===== src/rtl/bba_pkg.sv =====
`timescale 1ns / 1ps
// ----------------------------------------------------------------------------
// Bitmap block allocator package
// Field widths, codes and defaults used by the allocator.
// ----------------------------------------------------------------------------
package bba_pkg;

  // Field widths of the configuration register and the stream payloads
  localparam int NR_W   = 13;
  localparam int IDX_W  = 12;
  localparam int CNT_W  = 12;
  localparam int STAT_W = 2;
  localparam int OP_W   = 1;

  localparam int S_TDATA_W = 16;
  localparam int S_TUSER_W = 1;
  localparam int M_TDATA_W = 24;
  localparam int M_TUSER_W = 2;

  // Defaults of the top-level parameters and the register reset value
  localparam int MAX_BLOCKS_DEF = 4096;
  localparam int WORD_BITS_DEF  = 64;
  localparam logic [NR_W-1:0] NR_BLOCKS_RESET = NR_W'(4096);
  localparam logic [CNT_W-1:0] COUNT_MAX = '1;

  // Request opcodes
  localparam logic [OP_W-1:0] OP_ALLOC = 1'b0;
  localparam logic [OP_W-1:0] OP_FREE  = 1'b1;

  // Result status codes
  localparam logic [STAT_W-1:0] STATUS_OK        = 2'd0;
  localparam logic [STAT_W-1:0] STATUS_FULL      = 2'd1;
  localparam logic [STAT_W-1:0] STATUS_NOT_ALLOC = 2'd2;
  localparam logic [STAT_W-1:0] STATUS_RANGE     = 2'd3;

endpackage


===== src/rtl/bba_ram.sv =====
`timescale 1ns / 1ps
// ----------------------------------------------------------------------------
// Generic simple dual-port RAM
// One write port and one read port, with the read data registered.
// ----------------------------------------------------------------------------
module bba_ram #(
  parameter int Width = 64,
  parameter int Depth = 64,
  parameter int AddrW = (Depth > 1) ? $clog2(Depth) : 1
) (
  input  logic             clk_i,
  input  logic             we_i,
  input  logic [AddrW-1:0] waddr_i,
  input  logic [Width-1:0] wdata_i,
  input  logic             re_i,
  input  logic [AddrW-1:0] raddr_i,
  output logic [Width-1:0] rdata_o
);

  logic [Width-1:0] mem_q [Depth];
  logic [Width-1:0] rdata_q;

  always_ff @(posedge clk_i) begin
    if (we_i) begin
      mem_q[waddr_i] <= wdata_i;
    end
    if (re_i) begin
      rdata_q <= mem_q[raddr_i];
    end
  end

  assign rdata_o = rdata_q;

endmodule


===== src/rtl/bitmap_block_allocator.sv =====
`timescale 1ns / 1ps
// ----------------------------------------------------------------------------
// Bitmap block allocator
// First-fit allocator of backing blocks over a bitmap held in one RAM.
// ----------------------------------------------------------------------------
// An allocate transaction scans the bitmap one RAM word per cycle from block 1
// upwards and takes the lowest free block below the limit min(nr_blocks,
// MaxBlocks). A free transaction splits the index into word and bit by a
// multiplication with a scaled reciprocal of the word width, then reads that
// word and writes it back with the bit cleared if it was set. Block 0 is never
// handed out. After reset the block clears the bitmap RAM word by word and
// accepts no request until that pass is done; configuration writes are taken
// throughout. A finished result sits in an output register, so the next
// request can be taken while it waits.

module bitmap_block_allocator #(
  parameter int MaxBlocks = bba_pkg::MAX_BLOCKS_DEF,
  parameter int WordBits  = bba_pkg::WORD_BITS_DEF
) (
  input  logic                           clk_i,
  input  logic                           rst_ni,
  // Configuration: nr_blocks
  input  logic                           cfg_we_i,
  input  logic [bba_pkg::NR_W-1:0]       cfg_wdata_i,
  // Requests
  input  logic                           s_axis_tvalid,
  output logic                           s_axis_tready,
  input  logic [bba_pkg::S_TDATA_W-1:0]  s_axis_tdata,  // [11:0] block_index
  input  logic [bba_pkg::S_TUSER_W-1:0]  s_axis_tuser,  // [0] opcode
  // Results
  output logic                           m_axis_tvalid,
  input  logic                           m_axis_tready,
  output logic [bba_pkg::M_TDATA_W-1:0]  m_axis_tdata,  // [11:0] allocated_index,
                                                        // [23:12] blocks_in_use
  output logic [bba_pkg::M_TUSER_W-1:0]  m_axis_tuser   // [1:0] status
);

  import bba_pkg::*;

  localparam int MapWords = (MaxBlocks + WordBits - 1) / WordBits;
  localparam int AW       = (MapWords > 1) ? $clog2(MapWords) : 1;
  localparam int BW       = $clog2(WordBits);
  localparam int BASE_W   = NR_W + 1;
  localparam int EXT_W    = (AW > IDX_W) ? AW : IDX_W;
  localparam int DIV_SH   = IDX_W + BW;
  localparam int RECIP_W  = DIV_SH + 1;
  localparam int PROD_W   = IDX_W + RECIP_W;
  localparam logic [RECIP_W-1:0] RecipMul =
    RECIP_W'(((1 << DIV_SH) + WordBits - 1) / WordBits);
  localparam logic [NR_W-1:0] LimCap =
    (MaxBlocks >= 2 ** NR_W) ? {NR_W{1'b1}} : NR_W'(MaxBlocks);

  localparam logic [2:0] ST_CLEAR = 3'd0;
  localparam logic [2:0] ST_IDLE  = 3'd1;
  localparam logic [2:0] ST_SCAN  = 3'd2;
  localparam logic [2:0] ST_DIV   = 3'd3;
  localparam logic [2:0] ST_READ  = 3'd4;
  localparam logic [2:0] ST_MOD   = 3'd5;
  localparam logic [2:0] ST_RESP  = 3'd6;

  logic [2:0]          state_q, state_d;
  logic [NR_W-1:0]     nr_q, nr_d;
  logic [CNT_W-1:0]    cnt_q, cnt_d;
  logic [AW-1:0]       clr_q, clr_d;
  logic                out_valid_q, out_valid_d;

  logic [AW-1:0]       word_q, word_d;
  logic [BASE_W-1:0]   base_q, base_d;
  logic [IDX_W-1:0]    dq_q, dq_d;
  logic [BW-1:0]       rem_q, rem_d;
  logic [STAT_W-1:0]   res_status_q, res_status_d;
  logic [IDX_W-1:0]    res_index_q, res_index_d;
  logic [STAT_W-1:0]   out_status_q, out_status_d;
  logic [IDX_W-1:0]    out_index_q, out_index_d;
  logic [CNT_W-1:0]    out_count_q, out_count_d;

  logic                ram_we, ram_re;
  logic [AW-1:0]       ram_waddr, ram_raddr;
  logic [WordBits-1:0] ram_wdata, ram_rdata;

  logic [NR_W-1:0]     lim;
  logic [BASE_W-1:0]   lim_ext, span, base_next, given;
  logic [WordBits-1:0] mask, free_vec;
  logic                hit;
  logic [BW-1:0]       pos;
  logic [PROD_W-1:0]   quo_prod;
  logic [EXT_W-1:0]    quo_ext;
  logic [IDX_W-1:0]    word_base;
  logic [IDX_W-1:0]    rem_full;
  logic [IDX_W-1:0]    req_index;
  logic [OP_W-1:0]     req_op;
  logic                in_fire;
  logic [CNT_W-1:0]    cnt_inc, cnt_dec;

  bba_ram #(
    .Width (WordBits),
    .Depth (MapWords)
  ) u_map (
    .clk_i   (clk_i),
    .we_i    (ram_we),
    .waddr_i (ram_waddr),
    .wdata_i (ram_wdata),
    .re_i    (ram_re),
    .raddr_i (ram_raddr),
    .rdata_o (ram_rdata)
  );

  assign req_index = s_axis_tdata[IDX_W-1:0];
  assign req_op    = s_axis_tuser[OP_W-1:0];
  assign s_axis_tready = (state_q == ST_IDLE);
  assign in_fire   = s_axis_tvalid && s_axis_tready;

  assign lim     = (nr_q > LimCap) ? LimCap : nr_q;
  assign lim_ext = BASE_W'(lim);
  assign span    = lim_ext - base_q;
  assign base_next = base_q + BASE_W'(WordBits);

  // Bits of the word under scan that lie in 1 .. limit-1 and are still free.
  always_comb begin
    for (int b = 0; b < WordBits; b++) begin
      mask[b] = (BASE_W'(b) < span) && !((b == 0) && (base_q == '0));
    end
    free_vec = ~ram_rdata & mask;
    hit      = |free_vec;
    pos      = '0;
    for (int b = WordBits - 1; b >= 0; b--) begin
      if (free_vec[b]) begin
        pos = BW'(b);
      end
    end
  end

  assign given = base_q + BASE_W'(pos);

  // The word index is the index times a rounded-up reciprocal of the word
  // width, scaled far enough to be exact for every 12-bit index. The bit
  // position is what is left after removing that many whole words.
  assign quo_prod  = PROD_W'(dq_q) * PROD_W'(RecipMul);
  assign quo_ext   = EXT_W'(quo_prod[DIV_SH +: IDX_W]);
  assign word_base = IDX_W'(word_q) * IDX_W'(WordBits);
  assign rem_full  = dq_q - word_base;

  assign cnt_inc = (cnt_q == COUNT_MAX) ? cnt_q : cnt_q + CNT_W'(1);
  assign cnt_dec = (cnt_q == '0) ? cnt_q : cnt_q - CNT_W'(1);

  always_comb begin
    state_d      = state_q;
    nr_d         = cfg_we_i ? cfg_wdata_i : nr_q;
    cnt_d        = cnt_q;
    clr_d        = clr_q;
    word_d       = word_q;
    base_d       = base_q;
    dq_d         = dq_q;
    rem_d        = rem_q;
    res_status_d = res_status_q;
    res_index_d  = res_index_q;
    out_valid_d  = out_valid_q && !m_axis_tready;
    out_status_d = out_status_q;
    out_index_d  = out_index_q;
    out_count_d  = out_count_q;
    ram_we       = 1'b0;
    ram_waddr    = word_q;
    ram_wdata    = '0;
    ram_re       = 1'b0;
    ram_raddr    = '0;

    unique case (state_q)
      ST_CLEAR: begin
        ram_we    = 1'b1;
        ram_waddr = clr_q;
        if (clr_q == AW'(MapWords - 1)) begin
          state_d = ST_IDLE;
        end else begin
          clr_d = clr_q + AW'(1);
        end
      end
      ST_IDLE: begin
        if (in_fire) begin
          res_index_d = '0;
          if (req_op == OP_ALLOC) begin
            if (lim < NR_W'(2)) begin
              res_status_d = STATUS_FULL;
              state_d      = ST_RESP;
            end else begin
              ram_re    = 1'b1;
              ram_raddr = '0;
              word_d    = '0;
              base_d    = '0;
              state_d   = ST_SCAN;
            end
          end else if (req_index == '0 || NR_W'(req_index) >= lim) begin
            res_status_d = STATUS_RANGE;
            state_d      = ST_RESP;
          end else begin
            dq_d    = req_index;
            state_d = ST_DIV;
          end
        end
      end
      ST_SCAN: begin
        if (hit) begin
          ram_we       = 1'b1;
          ram_waddr    = word_q;
          ram_wdata    = ram_rdata | (WordBits'(1) << pos);
          cnt_d        = cnt_inc;
          res_status_d = STATUS_OK;
          res_index_d  = given[IDX_W-1:0];
          state_d      = ST_RESP;
        end else if (base_next >= lim_ext) begin
          res_status_d = STATUS_FULL;
          state_d      = ST_RESP;
        end else begin
          ram_re    = 1'b1;
          ram_raddr = word_q + AW'(1);
          word_d    = word_q + AW'(1);
          base_d    = base_next;
        end
      end
      ST_DIV: begin
        word_d  = quo_ext[AW-1:0];
        state_d = ST_READ;
      end
      ST_READ: begin
        ram_re    = 1'b1;
        ram_raddr = word_q;
        rem_d     = rem_full[BW-1:0];
        state_d   = ST_MOD;
      end
      ST_MOD: begin
        // The count drops even when the bit was already clear.
        cnt_d = cnt_dec;
        if (ram_rdata[rem_q]) begin
          ram_we       = 1'b1;
          ram_waddr    = word_q;
          ram_wdata    = ram_rdata & ~(WordBits'(1) << rem_q);
          res_status_d = STATUS_OK;
        end else begin
          res_status_d = STATUS_NOT_ALLOC;
        end
        state_d = ST_RESP;
      end
      ST_RESP: begin
        if (!out_valid_q || m_axis_tready) begin
          out_valid_d  = 1'b1;
          out_status_d = res_status_q;
          out_index_d  = res_index_q;
          out_count_d  = cnt_q;
          state_d      = ST_IDLE;
        end
      end
      default: begin
        state_d = ST_IDLE;
      end
    endcase
  end

  always_ff @(posedge clk_i or negedge rst_ni) begin
    if (!rst_ni) begin
      state_q     <= ST_CLEAR;
      nr_q        <= NR_BLOCKS_RESET;
      cnt_q       <= '0;
      clr_q       <= '0;
      out_valid_q <= 1'b0;
    end else begin
      state_q     <= state_d;
      nr_q        <= nr_d;
      cnt_q       <= cnt_d;
      clr_q       <= clr_d;
      out_valid_q <= out_valid_d;
    end
  end

  always_ff @(posedge clk_i) begin
    word_q       <= word_d;
    base_q       <= base_d;
    dq_q         <= dq_d;
    rem_q        <= rem_d;
    res_status_q <= res_status_d;
    res_index_q  <= res_index_d;
    out_status_q <= out_status_d;
    out_index_q  <= out_index_d;
    out_count_q  <= out_count_d;
  end

  assign m_axis_tvalid = out_valid_q;
  assign m_axis_tdata  = {out_count_q, out_index_q};
  assign m_axis_tuser  = out_status_q;

endmodule

===== config.mk =====
export PLATFORM = sky130hd
export DESIGN_NAME = bitmap_block_allocator
export DESIGN_NICKNAME = d
export VERILOG_FILES = /design/src/rtl/bba_pkg.sv /design/src/rtl/bba_ram.sv /design/src/rtl/bitmap_block_allocator.sv
export SDC_FILE = /design/constraint.sdc
export NUM_CORES = 2
export LEC_CHECK = 0
export BUFFER_PORTS_ARGS = -buffer_cell sky130_fd_sc_hd__buf_2
export CORE_MARGIN = 2
export CORE_UTILIZATION = 68
export DETAILED_ROUTE_END_ITERATION = 10
export PLACE_DENSITY_LB_ADDON = 0.25
export SLEW_MARGIN = 20
export SYNTH_ARGS = -nofsm -noshare
export SYNTH_HDL_FRONTEND = slang
export SYNTH_HIERARCHICAL = 1
export SYNTH_SLANG_ARGS = --single-unit

===== constraint.sdc =====
create_clock -name clk_i -period 18.1 [get_ports clk_i]
set_input_delay 2.715 -clock clk_i [delete_from_list [all_inputs] [get_ports clk_i]]
set_output_delay 2.715 -clock clk_i [all_outputs]
set_load 0.005 [all_outputs]

== After elaboration in Yosys (flattened, before gate mapping) ==
Memory sizes are Yosys's and may differ from the RTL's. A register that Yosys moved wholly into a read port is not among the register bits.
Index checks and enable logic that the tools add are counted.
Storage, ports and cells
  register bits after elaboration: 113
  latch bits: 0
  memory bits (writable): 4096
  ROM bits: 0
  input bits: 35
  output and inout bits: 28
  logic and storage cells: 271
  memories kept: 1
Memory list
  u_map.mem_q: depth 64, width 64, rd ports 1, clocked after memory_dff 1, wr ports 1, line bba_ram.sv:20  | logic [Width-1:0] mem_q [Depth];
Operators by class
  $add $sub $neg: 8
  $mul: 0
  div/mod/pow operators: 0
  $lt $le $gt $ge: 69
  equal/unequal tests: 21
  shift operators: 2
  multiplexer cells: 123
  bitwise logic cells: 7
  reductions and logical operators: 26
Operators by type and width (count)
  $lt 6x14->1 const A: 32
  $mux 6: 72
  $lt 5x14->1 const A: 16
  $and 64x64->64: 2
  $mux 64: 2
  $not 64->64: 2
  $pmux 64 s2: 1
  $shl 1x6->64 const A: 2
  $lt 4x14->1 const A: 8
  $mux 14: 5
  $or 64x64->64: 1
  $reduce_or 64->1: 1
  $mux 12: 5
  $lt 3x14->1 const A: 4
  $pmux 12 s2: 2
  $lt 1x14->1 const A: 2
  $lt 2x14->1 const A: 2
  $pmux 14 s2: 1
  $logic_not 12->1: 2
  $mux 3: 8
  $pmux 3 s7: 1
  $ne 2x2->1 const B: 9
  $pmux 6 s3: 1
  $add 14x7->14 const B: 1
  40 further kinds: 74

== Longest topological paths before layout ==
  word-level depth: 74
  gate-level depth with buffers: 33
  mapped depth without buffers: 23

== Cells and area by module ==
The synthesis kept the hierarchy.
By module, submodules not included
  bba_ram: instances 1, cells an instance 6610, area an instance 157019.3 um^2, seq. area each 124919.8 um^2
  bitmap_block_allocator: instances 1, cells an instance 1161, area an instance 9907.0 um^2, seq. area each 3039.2 um^2

== Least setup slack after synthesis ==
OpenSTA, ideal clock, no wires.
  path type: reg2reg
  from: reg nr_q[12]
  to: mem u_map.mem_q[56][0], enable pin
  library setup time: 0.564 ns
  arrival time: 9.301 ns
  data required time: 17.536 ns
  path slack: 8.235 ns
  cell stages (with the launch flop): 26
  path buffers: 8
  period minus slack after synthesis: 9.865 ns
  cell sequence: dfstp_2 clkbuf_1 clkinv_1 clkbuf_1 nand2_1 inv_1 ha_1 a21oi_1 nand2_1 a22o_1 o32a_1 buf_6 buf_6 buf_6 buf_6 a31oi_1 nor4_1 nand4_1 nor2_1 a21oi_1 buf_2 clkbuf_1 a211o_1 nor2b_1 nand4_1 nor3_1
Between the ends
  cells in the longest elaborated chain, start to end: 11
  elaborated cells on any way between the ends: 74
  those cells by class: add/sub (1); order compare (65); mux (5); bitwise (1); reduce/logical (2)
RTL lines
  start, declared: line bitmap_block_allocator.sv:62  | logic [NR_W-1:0] nr_q, nr_d;
  start signal, assigned: line bitmap_block_allocator.sv:266  | nr_q <= nr_d;
  $gt 13x13->1: line bitmap_block_allocator.sv:113  | assign lim = (nr_q > LimCap) ? LimCap : nr_q;
  $mux 13 (*): line bitmap_block_allocator.sv:113
  $sub 13x14->14 (*): line bitmap_block_allocator.sv:115  | assign span = lim_ext - base_q;
  $lt 1x14->1: line bitmap_block_allocator.sv:121  | mask[b] = (BASE_W'(b) < span) && !((b == 0) && (base_q == '0));
  $logic_and 1x1->1: line bitmap_block_allocator.sv:121
  $and 64x64->64 (*): line bitmap_block_allocator.sv:123  | free_vec = ~ram_rdata & mask;
  $reduce_or 64->1 (*): line bitmap_block_allocator.sv:124  | hit = |free_vec;
  $mux 1 (*): line bitmap_block_allocator.sv:201  | if (hit) begin
  $pmux 1 s3 (*): line bitmap_block_allocator.sv:167  | unique case (state_q)
  named net ram_we: line bitmap_block_allocator.sv:77  | logic ram_we, ram_re;
  $mux 1 (*): line bba_ram.sv:24  | if (we_i) begin
  $mux 1 (not written as such) (*): line bba_ram.sv:25  | mem_q[waddr_i] <= wdata_i;
  end, declared: line bba_ram.sv:20
The timed path passes the listed nets; every way through them passes the cells marked *.

== Worst setup path in the final report ==
  from: reg nr_q[2]
  to: reg u_map.rdata_q[41] (netlist: u_map/rdata_o[41]), read port of u_map.mem_q, data pin
Between the ends
  cells in the longest elaborated chain, start to end: 9
  elaborated cells on any way between the ends: 81
  those cells by class: add/sub (1); order compare (67); mux (10); bitwise (1); reduce/logical (2)
RTL lines
  $gt 13x13->1: line bitmap_block_allocator.sv:113
  $mux 13 (*): line bitmap_block_allocator.sv:113
  $sub 13x14->14: line bitmap_block_allocator.sv:115
  $lt 1x14->1: line bitmap_block_allocator.sv:121
  $logic_and 1x1->1: line bitmap_block_allocator.sv:121
  $and 64x64->64: line bitmap_block_allocator.sv:123
  $reduce_or 64->1: line bitmap_block_allocator.sv:124
  $mux 6 (*): line bitmap_block_allocator.sv:201
  $pmux 6 s2 (*): line bitmap_block_allocator.sv:167
  named net ram_raddr[1]: line bitmap_block_allocator.sv:78  | logic [AW-1:0] ram_waddr, ram_raddr;
  end, declared: line bba_ram.sv:21  | logic [Width-1:0] rdata_q;
Marks and branches as above.
A chain may end at the register's enable or synchronous reset.

==> tab_implementation.tex <==
\begin{tabular}{lr}
\hline
Metric & Value \\
\hline
\multicolumn{2}{l}{\textbf{Status}} \\
\quad Result of the run & completed \\
\multicolumn{2}{l}{\textbf{Final layout}} \\
\quad Share of the core filled with cells & about three quarters \\
\quad Share of cells above drive strength 1 & between 20 and 30\% \\
\quad Area delta synth->final & 11.3\% \\
\quad Leading cell types in the layout, fill and taps excluded & sky130\_fd\_sc\_hd\_\_edfxtp\_1 (4232), sky130\_fd\_sc\_hd\_\_mux4\_2 (1080), sky130\_fd\_sc\_hd\_\_clkbuf\_16 (416), sky130\_fd\_sc\_hd\_\_buf\_4 (271), sky130\_fd\_sc\_hd\_\_a21oi\_1 (243) \\
\quad Most common cell after layout, fill and taps aside & sky130\_fd\_sc\_hd\_\_edfxtp\_1 \\
\quad Area of the multi-input gates & between 30000 and 40000 um\^{}2 \\
\quad Total area of sequential cells & roughly 130000 um\^{}2 \\
\quad Fill count & roughly 12000 \\
\quad Number of nets in the layout & roughly 8200 \\
\multicolumn{2}{l}{\textbf{Logic synthesis}} \\
\quad Simple-gate area share of the yosys netlist & 2.12\% \\
\quad Post-synthesis compound-gate area fraction & under 10\% \\
\quad Number of flip-flops and latches in the synthesized netlist & around 4300 \\
\quad Mux contribution to synthesized area & between 10\% and 20\% \\
\quad Main combinational cell family by area after synthesis & multiplexers \\
\quad Post-synthesis area per instance & between 20 and 25 um\^{}2 \\
\quad Number of synthesized flops with an enable pin & between 4000 and 5000 \\
\quad Ys Warns & 6 \\
\quad Seq/Total Area, Yosys & around 77\% \\
\quad Adder and majority gate portion of the synthesized area & less than 1\% \\
\quad Mapped Cells & 7771 \\
\quad Net count after synthesis & 7847 \\
\quad Count of unique library cells instantiated by Yosys & 92 \\
\quad Netlist Area Pre-Place & 167000 um\^{}2 \\
\quad Ys async rst share & less than 1\% \\
\quad Xor-xnor portion of the synthesized cell area & less than 1\% \\
\quad Most instantiated flip-flop cell in the synthesis netlist & sky130\_fd\_sc\_hd\_\_edfxtp\_1 \\
\multicolumn{2}{l}{\textbf{Drt}} \\
\quad Post-route DRC & 0 \\
\quad Remaining antenna violation count & 0 \\
\quad Met3 layer wire length in the routed design & slightly below 80000 um \\
\quad Highest metal layer used by the detailed router & met5 \\
\quad Count of routing violations after the opening detailed-route iteration & 19100 \\
\quad Detailed-routing iteration count for the pre-antenna-repair pass & 9 \\
\quad Total number of vias & 91400 \\
\quad Met2 routed WL & 245000 um \\
\quad Final Routed Wirelength & 527000 um \\
\quad Total routed wire length on the met1 layer & approximately 170000 um \\
\quad Number of vias per cell after detailed routing & a little under 8 \\
\quad Per-cell routed wire length & about 45 um \\
\multicolumn{2}{l}{\textbf{Clocking}} \\
\quad Total CTS buffers & approximately 410 \\
\quad Number of H-tree levels & 5 \\
\quad Buffers inserted by post-CTS timing repair & 0 \\
\quad Worst-skew pair later-pin latency & just over 1000 ps \\
\quad CTS Buffer Depth & 4 \\
\quad Clock transition at the registers of the reported paths & $\sim$60 ps \\
\quad Cell at the root of the clock tree & sky130\_fd\_sc\_hd\_\_clkbuf\_16 \\
\quad Sink Count & around 4300 \\
\quad CTS tree & done \\
\quad Number of hold buffers added after cts & 0 \\
\quad Post-CTS sizing & 0 \\
\multicolumn{2}{l}{\textbf{Power}} \\
\quad Leakage power summed over all cells & about 58 nW \\
\quad Power density cells & between 150 and 200 nW/um\^{}2 \\
\quad Total power after layout & roughly 28 mW \\
\quad Maximum resistive drop on vdd & $\sim$160 uV \\
\multicolumn{2}{l}{\textbf{Floorplanning}} \\
\quad Area of the core region & 244000 um\^{}2 \\
\quad IO Count & 63 \\
\quad DIE HEIGHT & $\sim$500 um \\
\quad Horiz. Die Dim & 499 um \\
\quad Die area & between 200000 and 250000 um\^{}2 \\
\quad Initial core utilization & 68.5\% \\
\quad Site Rows & between 150 and 200 \\
\multicolumn{2}{l}{\textbf{STA}} \\
\quad Post-route setup TNS & 0 ps \\
\quad Maximum clock rate & 83.0 MHz \\
\quad Setup repair after global routing missed its margin & no \\
\quad Fin worst setup slack & just over 6000 ps \\
\quad Setup-violating endpoint count in the final report & 0 \\
\quad Worst slew margin relative to its limit & between 10\% and 20\% \\
\quad Shortest period the worst path allows & 12040 ps \\
\quad Measured slew at the worst slew-check pin & 1250 ps \\
\quad Count of endpoints failing hold in the final timing report & 0 \\
\quad Post-route clock period utilization & 66.5\% \\
\quad Maximum clock skew at final layout & about 82 ps \\
\quad Fin. max-slew vios & 0 \\
\multicolumn{2}{l}{\textbf{Global route}} \\
\quad Antenna violations before repair & 39 \\
\quad Wire length of the first global-routing pass & roughly 730000 um \\
\quad GR Overflow Total & 0 \\
\quad Via count of the first global-routing pass & 91700 \\
\quad Maximum number of pins on one net before global-route repair & between 100 and 150 \\
\quad Gr usage total & between 40\% and 50\% \\
\multicolumn{2}{l}{\textbf{Critical path}} \\
\quad Worst path slowest cell & sky130\_fd\_sc\_hd\_\_nor4\_1 \\
\quad Crit start category & register \\
\quad Maximum fanout along the worst path & 72 \\
\quad Most numerous cell on the critical path & sky130\_fd\_sc\_hd\_\_buf\_4 \\
\quad Peak per-stage delay on the critical path & approximately 810 ps \\
\quad Endpoint type of the worst setup path & register \\
\quad Req. time, crit path & around 19000 ps \\
\quad Kind of critical path & register to register \\
\quad Worst endpoint data arrival time & $\sim$13000 ps \\
\multicolumn{2}{l}{\textbf{Placement}} \\
\quad Post-place setup slack & around 6700 ps \\
\quad DPL Wire Length & approximately 270000 um \\
\quad Number of I/O port buffers & between 50 and 60 \\
\quad Final estimated routing congestion in global placement & between 1 and 1.5 \\
\multicolumn{2}{l}{\textbf{Min path}} \\
\quad Classification of the worst-slack hold path & register to register \\
\multicolumn{2}{l}{\textbf{Flow run}} \\
\quad Max-cap violation count & 0 \\
\hline
\end{tabular}
-- routing by layer --
metal | vias up | GRT usage (%)
li1 | 33600 | -
met1 | 46600 | 57.2
met2 | 9201 | 65.0
met3 | 1957 | 12.0
met4 | 18 | 23.5
met5 | - | 0.0965
-- final timing paths --
check / slack (ps) / cells after the start / startpoint / endpoint
min in group asynchronous: 1750 / 1 / rst_ni / cnt_q[7]$_DFFE_PN0P_
max in group asynchronous: 15870 / 1 / rst_ni / clr_q[4]$_DFFE_PN0P_
worst min register to register: 410 / 0 / res_index_q[2]$_SDFFCE_PN0P_ / out_index_q[2]$_DFFE_PP_
worst max-delay path: 6060 / 27 / nr_q[2]$_DFFE_PN0P_ / u_map/rdata_o[41]$_DFFE_PP_
worst max register to register: 6060 / 27 / nr_q[2]$_DFFE_PN0P_ / u_map/rdata_o[41]$_DFFE_PP_
worst min-delay path: 410 / 0 / res_index_q[2]$_SDFFCE_PN0P_ / out_index_q[2]$_DFFE_PP_
-- stage by stage --
step | hold slack, ps | instance area, um^2 | instances
after global routing | 418 | 186000 | 11600
after global placement | 405 | 173000 | 10900
final | 410 | 186000 | 11600
after CTS | 413 | 186000 | 11600
after detailed placement | 405 | 173000 | 10900
after floorplan | 400 | 167000 | 7771
-- kinds of logic after synthesis --
| logic type | Yosys count |
|---|---|
| DFF | 4267 |
| muxes | 1252 |
| AOI/OAI and AO/OA | 949 |
| and+or+nand+nor | 748 |
| buffers and inverters | 488 |
| adders and majority gates | 41 |
| xor gates and xnor gates | 26 |
-- final cells by class --
type | instances | share of cell area, %
Clock inverter | 222 | 1.01
Timing Repair Buffer | 350 | 1.48
Antenna cell | 30 | 0.0404
Clock buffer | 497 | 5.78
Inverter | 39 | 0.0829
Tap cell | 3202 | 2.16
Multi-Input combinational cell | 3016 | 20.6
Sequential cell | 4267 | 68.9
-- registers in the layout, summed over array words and instances, names as in the netlist --
| signal | count |
|---|---|
| res_index_q | 12 |
| res_status_q | 2 |
| m_axis_tuser | 2 |
| dq_q | 12 |
| nr_q | 13 |
| state_q | 3 |
| m_axis_tvalid | 1 |
| out_count_q | 12 |
| clr_q | 6 |
| u_map/rdata_o | 64 |
| cnt_q | 12 |
| out_index_q | 12 |
| word_q | 6 |
| rem_q | 6 |
| u_map/mem_q | 4096 |
| base_q | 8 |
-- cells in the mapped netlist (6+ instances only) --
cell type | instances | share of area [%]
sky130_fd_sc_hd__a211oi_1 | 7 | 0.031
sky130_fd_sc_hd__buf_4 | 34 | 0.15
sky130_fd_sc_hd__ha_1 | 40 | 0.30
sky130_fd_sc_hd__nand2b_1 | 17 | 0.064
sky130_fd_sc_hd__nor3b_1 | 6 | 0.027
sky130_fd_sc_hd__xor2_1 | 9 | 0.047
sky130_fd_sc_hd__nor2b_1 | 31 | 0.12
sky130_fd_sc_hd__a21oi_1 | 245 | 0.73
sky130_fd_sc_hd__buf_6 | 16 | 0.11
sky130_fd_sc_hd__o41ai_1 | 9 | 0.047
sky130_fd_sc_hd__o21ai_0 | 141 | 0.42
sky130_fd_sc_hd__a31o_2 | 14 | 0.073
sky130_fd_sc_hd__o31ai_1 | 43 | 0.19
sky130_fd_sc_hd__nor2_1 | 191 | 0.43
sky130_fd_sc_hd__mux2_2 | 124 | 0.84
sky130_fd_sc_hd__nand3_1 | 74 | 0.22
sky130_fd_sc_hd__o22ai_1 | 93 | 0.35
sky130_fd_sc_hd__a22oi_1 | 182 | 0.82
sky130_fd_sc_hd__o32ai_1 | 10 | 0.052
sky130_fd_sc_hd__and2_1 | 20 | 0.075
sky130_fd_sc_hd__edfxtp_1 | 4232 | 76
sky130_fd_sc_hd__a41oi_1 | 10 | 0.052
sky130_fd_sc_hd__xnor2_1 | 17 | 0.089
sky130_fd_sc_hd__buf_1 | 57 | 0.13
sky130_fd_sc_hd__or2_2 | 8 | 0.030
sky130_fd_sc_hd__a222oi_1 | 26 | 0.16
sky130_fd_sc_hd__nand2_1 | 235 | 0.53
sky130_fd_sc_hd__inv_1 | 36 | 0.081
sky130_fd_sc_hd__nor4_1 | 18 | 0.067
sky130_fd_sc_hd__mux4_2 | 1080 | 15
sky130_fd_sc_hd__clkbuf_1 | 212 | 0.48
sky130_fd_sc_hd__dfrtp_1 | 34 | 0.51
sky130_fd_sc_hd__mux2i_1 | 48 | 0.29
sky130_fd_sc_hd__nor3_1 | 78 | 0.23
sky130_fd_sc_hd__a31oi_1 | 71 | 0.27
sky130_fd_sc_hd__o21a_1 | 17 | 0.076
sky130_fd_sc_hd__and3_1 | 9 | 0.034
sky130_fd_sc_hd__nand4_1 | 17 | 0.064
sky130_fd_sc_hd__nand3b_1 | 8 | 0.036
sky130_fd_sc_hd__o21bai_1 | 8 | 0.036
sky130_fd_sc_hd__buf_2 | 130 | 0.39
sky130_fd_sc_hd__a21o_1 | 9 | 0.040
sky130_fd_sc_hd__or3_1 | 7 | 0.026
-- critical path: cells and delay by family, from the launching register on --
kind                     cells  cell delay, ps
AND/OR/NAND/NOR             11            4570
buffers and inverters        8            4010
AO/OA/AOI/OAI                7            2230
flip-flops                   1             360
adder cells (fa/ha/maj)      1             260
-- where the power goes --
group	internal, mW	switching, mW	total (mW)	leakage [nW]
sequential	12.5	0.402	12.9	39.5
clock	4.62	3.72	8.34	6.18
combinational	2.24	4.66	6.90	12.1
total	19.4	8.79	28.2	57.8
(Power assumes the default switching activity.)
